`src/rtl/apes_pkg.sv`:
```
// Package for the acceleration profile extension search block.
// Holds the command and status codes, the default table depth and the word types.
// No dependencies.
package apes_pkg;

  // Default number of profile table entries.
  localparam int DefaultProfileDepth = 256;

  // Width used to compare narrow indexes against the table depth.
  localparam int IdxExtW = 13;

  // Command codes of an input word.
  localparam logic CMD_LOAD  = 1'b0;
  localparam logic CMD_QUERY = 1'b1;

  // Status codes of a result word.
  localparam logic STATUS_REACHED   = 1'b0;
  localparam logic STATUS_EXHAUSTED = 1'b1;

  // One input word.
  typedef struct packed {
    logic        cmd;
    logic [7:0]  entry_index;
    logic [15:0] entry_value;
    logic [23:0] extra_distance;
    logic [8:0]  start_index;
  } apes_item_t;

  // One result word.
  typedef struct packed {
    logic        status;
    logic [9:0]  periods_needed;
    logic        count_is_odd;
    logic [15:0] remaining_in_last;
  } apes_result_t;

endpackage

```
`src/rtl/apes_walker.sv`:
```
// Query sequencer: walks the profile table from the start index and builds the result word.
// Depends on apes_pkg for the word types and codes.
module apes_walker
  import apes_pkg::*;
#(
  parameter int PROFILE_DEPTH = DefaultProfileDepth,
  parameter int AW = (PROFILE_DEPTH > 1) ? $clog2(PROFILE_DEPTH) : 1
) (
  input  logic          clk,
  input  logic          rst,
  input  logic          start,
  input  apes_item_t    item,
  input  logic [15:0]   rd_data,
  output logic          rd_en,
  output logic [AW-1:0] rd_addr,
  output logic          busy,
  output logic          done,
  output apes_result_t  result
);

  localparam int PW = $clog2(PROFILE_DEPTH + 1);

  typedef enum logic [1:0] {
    IDLE,
    HALF0,
    HALF1
  } state_t;

  state_t         state;
  logic [PW-1:0]  pos;
  logic [PW-1:0]  pos_next;
  logic [23:0]    sum;
  logic [24:0]    sum_next;
  logic [9:0]     count;
  logic [9:0]     count_next;
  logic [23:0]    target;
  logic           reached;
  logic           accept_query;
  logic           bad_start;
  logic [IdxExtW-1:0] start_ext;

  assign busy = (state != IDLE);
  assign accept_query = start && !busy && (item.cmd == CMD_QUERY);
  assign start_ext = IdxExtW'(item.start_index);
  assign bad_start = (start_ext >= IdxExtW'(PROFILE_DEPTH));

  // One addition of the current entry and the reach test.
  assign sum_next   = {1'b0, sum} + 25'(rd_data);
  assign count_next = count + 10'd1;
  assign reached    = (sum_next >= {1'b0, target});
  assign pos_next   = pos + PW'(1);

  // Table reads: the start entry at acceptance, the next entry in the second half.
  always_comb begin
    rd_en   = 1'b0;
    rd_addr = start_ext[AW-1:0];
    if (accept_query) begin
      rd_en = 1'b1;
    end else if (state == HALF1) begin
      rd_en   = 1'b1;
      rd_addr = pos_next[AW-1:0];
    end
  end

  // Sequencer state and the registered result word.
  always_ff @(posedge clk) begin
    if (rst) begin
      state <= IDLE;
      done  <= 1'b0;
    end else begin
      done <= 1'b0;
      unique case (state)
        IDLE: begin
          if (accept_query) begin
            sum    <= '0;
            count  <= '0;
            target <= item.extra_distance;
            pos    <= start_ext[PW-1:0];
            if (bad_start) begin
              result <= '{status: STATUS_EXHAUSTED, periods_needed: '0,
                          count_is_odd: 1'b0, remaining_in_last: '0};
              done   <= 1'b1;
            end else begin
              state <= HALF0;
            end
          end
        end
        HALF0, HALF1: begin
          if (reached) begin
            result <= '{status: STATUS_REACHED, periods_needed: count_next,
                        count_is_odd: count_next[0],
                        remaining_in_last: 16'(target - sum)};
            done   <= 1'b1;
            state  <= IDLE;
          end else begin
            sum   <= sum_next[23:0];
            count <= count_next;
            if (state == HALF0) begin
              state <= HALF1;
            end else if (pos_next == PW'(PROFILE_DEPTH)) begin
              // The table ran out before the distance was covered.
              result <= '{status: STATUS_EXHAUSTED, periods_needed: '0,
                          count_is_odd: 1'b0, remaining_in_last: '0};
              done   <= 1'b1;
              state  <= IDLE;
            end else begin
              pos   <= pos_next;
              state <= HALF0;
            end
          end
        end
        default: state <= IDLE;
      endcase
    end
  end

endmodule

```
`config.mk`:
```
export PLATFORM = sky130hd
export DESIGN_NAME = apes_walker
export DESIGN_NICKNAME = d
export VERILOG_FILES = /design/src/rtl/apes_pkg.sv /design/src/rtl/apes_walker.sv
export SDC_FILE = /design/constraint.sdc
export NUM_CORES = 1
export LEC_CHECK = 0
export BUFFER_PORTS_ARGS = -buffer_cell sky130_fd_sc_hd__buf_2
export CORE_UTILIZATION = 24
export DETAILED_ROUTE_END_ITERATION = 8
export SYNTH_ARGS = -nofsm -noshare
export SYNTH_HDL_FRONTEND = slang
export SYNTH_SLANG_ARGS = --single-unit
```
`constraint.sdc`:
```
create_clock -name clk -period 7.7 [get_ports clk]
set_input_delay 2.31 -clock clk [delete_from_list [all_inputs] [get_ports clk]]
set_output_delay 2.31 -clock clk [all_outputs]
set_load 0.03 [all_outputs]
```
==> results.json <==
{
  "status": "finished clean",
  "crit_type": "in2reg",
  "layout.nets": 814,
  "tightest_slew_ns": 0.824,
  "power_density_nw_per_um2": 188,
  "dp.cells": 993,
  "hold_ws_ns": 0.622,
  "rows": 58,
  "cts_tree": "done",
  "post-route-min-period_ns": 6.57,
  "synthCells": 579,
  "p_leak_nw": 3.02,
  "finalSetupViolations": 0,
  "postCtsSetupBuffers": 0,
  "htreeDepth": 3,
  "ys_seq_area_share_pct": 46.2,
  "cts.sink_count": 97,
  "grt_pass1_wl_mm": 22.2,
  "worst-path-max-fanout": 34,
  "cts_hold_buffers": 0,
  "gp_congestion": 0.826,
  "slew_headroom_pct": 45.0,
  "wirelength_mm": 14.0,
  "stdcell_count": 1010,
  "yosysTopAreaCellShare_pct": 45.3,
  "grt_use_total_pct": 10.9,
  "first_global_vias": 4422,
  "ys_ff_latch": 97,
  "startpoint_type": "input port",
  "drive_gt1_share_pct": 20.3,
  "rsz0062_at_grt": "false",
  "setup_tns_ns": 0,
  "drtAntennaViolNets": 0,
  "clk_pin_slew_ns": 0.07,
  "initial_core_util_pct": 24.6,
  "ioPinCount": 116,
  "finalPower_w": 0.00139,
  "yosysTopAreaCell": "edfxtp_1",
  "hpwl_mm": 10.9,
  "netlist_area_um2": 6230,
  "reg2reg_slack_ns": 2.80,
  "ys_types": 65,
  "die_h_um": 163,
  "finClkSkew_ns": 0.00955,
  "cts_buffer_depth": 2,
  "dr.pass1.iters": 5,
  "overflow": 0,
  "cts_resized": 0,
  "fmax_mhz": 152,
  "ys_warn_count": 0,
  "root_buffer": "clkbuf_16",
  "synth_area_leaders": "edfxtp_1, ha_1, a21oi_1, xnor2_1, inv_1",
  "cap_violations": 0,
  "worstPathRequired_ns": 7.70,
  "antenna_found_initial": 1,
  "cts_buffers": 9,
  "slew_viol_final": 0,
  "synthArstFlopShare_pct": 0,
  "die_x_um": 163,
  "n_fill_cell": 2595,
  "dieArea_um2": 26600,
  "drc": 0,
  "end_kind": "register",
  "wl_per_cell_um": 13.8,
  "vias_per_cell": 4.38,
  "vdd_ir_drop_max_mv": 0.0813,
  "drt_iter0_drc": 192,
  "synth_flop_cell": "edfxtp_1",
  "final_hold_viol_count": 0,
  "fin_crit_sh_pct": 85.3,
  "syn-num-nets": 719,
  "avgSynthCellArea_um2": 10.8,
  "cp.arrival_ns": 6.57,
  "num_vias": 4419,
  "io_buffers": 91,
  "areaGrowthSynthToFinish_pct": 18.7,
  "synth-edff-count": 94,
  "hold_path.class": "reg2reg",
  "clk_latency_ns": 0.36,
  "core-area_um2": 25300,
  "grt_max_degree": 41
}
==> synth_stat cells, types with 5 or more instances <==
cell type / instances
a21o_1: 11
a21oi_1: 47
and2_1: 25
and3_1: 5
clkbuf_1: 9
edfxtp_1: 94
ha_1: 61
inv_1: 49
nand2_1: 18
nand3_1: 25
nand4_1: 7
nor2_1: 47
nor2_4: 7
nor2b_1: 9
nor3_1: 15
o21a_1: 8
o21ai_0: 15
xnor2_1: 25
xor2_1: 20
==> routing by layer <==
| layer | GRT usage, % | part of all wire [%] | vias up |
|---|---|---|---|
| li1 | - | - | 2292 |
| met1 | 13.4 | 45 | 2030 |
| met2 | 18.0 | 47 | 81 |
| met3 | 2.18 | 5.3 | 16 |
| met4 | 5.82 | 2.3 | 0 |
| met5 | 0 | 0 | - |
==> sequential cells by signal, indices dropped and copies added, names as in the netlist <==
register,flops
count,10
done,1
pos,9
result,27
state,2
sum,24
target,24
==> cell type report <==
cell class | instances | area (um^2) | share of cell area [%]
inverters | 50 | 190 | 2.57
diodes | 1 | 2.50 | 0.0338
clock buffers | 10 | 229 | 3.09
clock inverters | 6 | 73.8 | 0.997
repair buffers | 97 | 500 | 6.76
well taps | 330 | 413 | 5.58
flip-flops and latches | 97 | 2880 | 39.0
multi-input cells | 419 | 3110 | 42.0
==> logic make-up after synthesis <==
group	Yosys count	synth area share, %
adders and majority gates	63	12.9
buffers and inverters	63	4.21
muxes	6	1.00
DFF	97	46.2
xor gates and xnor gates	45	6.32
and+or+nand+nor	181	15.7
AOI/OAI and AO/OA	124	13.7
==> cells in the final DEF, fill, tap and decap left out, types with 18 or more instances in the layout <==
cell type,instances
edfxtp_1,94
nand2_1,18
buf_2,91
xnor2_1,25
xor2_1,20
ha_1,61
nor2_1,46
a21oi_1,47
and2_1,25
inv_1,49
nand3_1,25
==> per-stage QoR <==
step / util (%) / cell area [um^2] / setup WS [ns]
after floorplan: - / 6230 / 0.0855
after global routing: 29.2 / 7400 / 0.718
after global placement: 28.0 / 7100 / 0.743
after detailed placement: 28.0 / 7100 / 0.725
final: 29.2 / 7400 / 1.13
after CTS: 29.2 / 7400 / 1.07
==> power by group <==
part	internal [W]	leakage, nW	switching [W]
Combinational	0.000117	1.97	0.000182
Sequential	0.000612	0.903	0.0000152
Clock	0.000257	0.148	0.000210
==> critical path, stage by stage <==
cell and delay, ns:
buf_2 0.11, ha_1 0.41, a21oi_2 0.25, o211ai_1 0.15, nor2b_1 0.17, o31ai_1 0.45
a21boi_1 0.15, xor2_1 0.24, ha_1 0.29, a21o_1 0.18, a21oi_1 0.15, o21ai_0 0.15
a221o_1 0.36, a311oi_4 0.43, nor2_4 0.12, inv_4 0.10, and2_1 0.12, buf_4 0.41
==> path summary, 6_finish.rpt <==
path | startpoint | depth (start not counted) | to
worst min-delay path | state[0]$_SDFFE_PP0P_ | 2 | state[0]$_SDFFE_PP0P_
worst max register to register | sum[9]$_SDFFCE_PP0P_ | 17 | sum[11]$_SDFFCE_PP0P_
worst min register to register | state[0]$_SDFFE_PP0P_ | 2 | state[0]$_SDFFE_PP0P_
worst max-delay path | rd_data[9] | 18 | sum[11]$_SDFFCE_PP0P_
(Power assumes the default switching activity.)
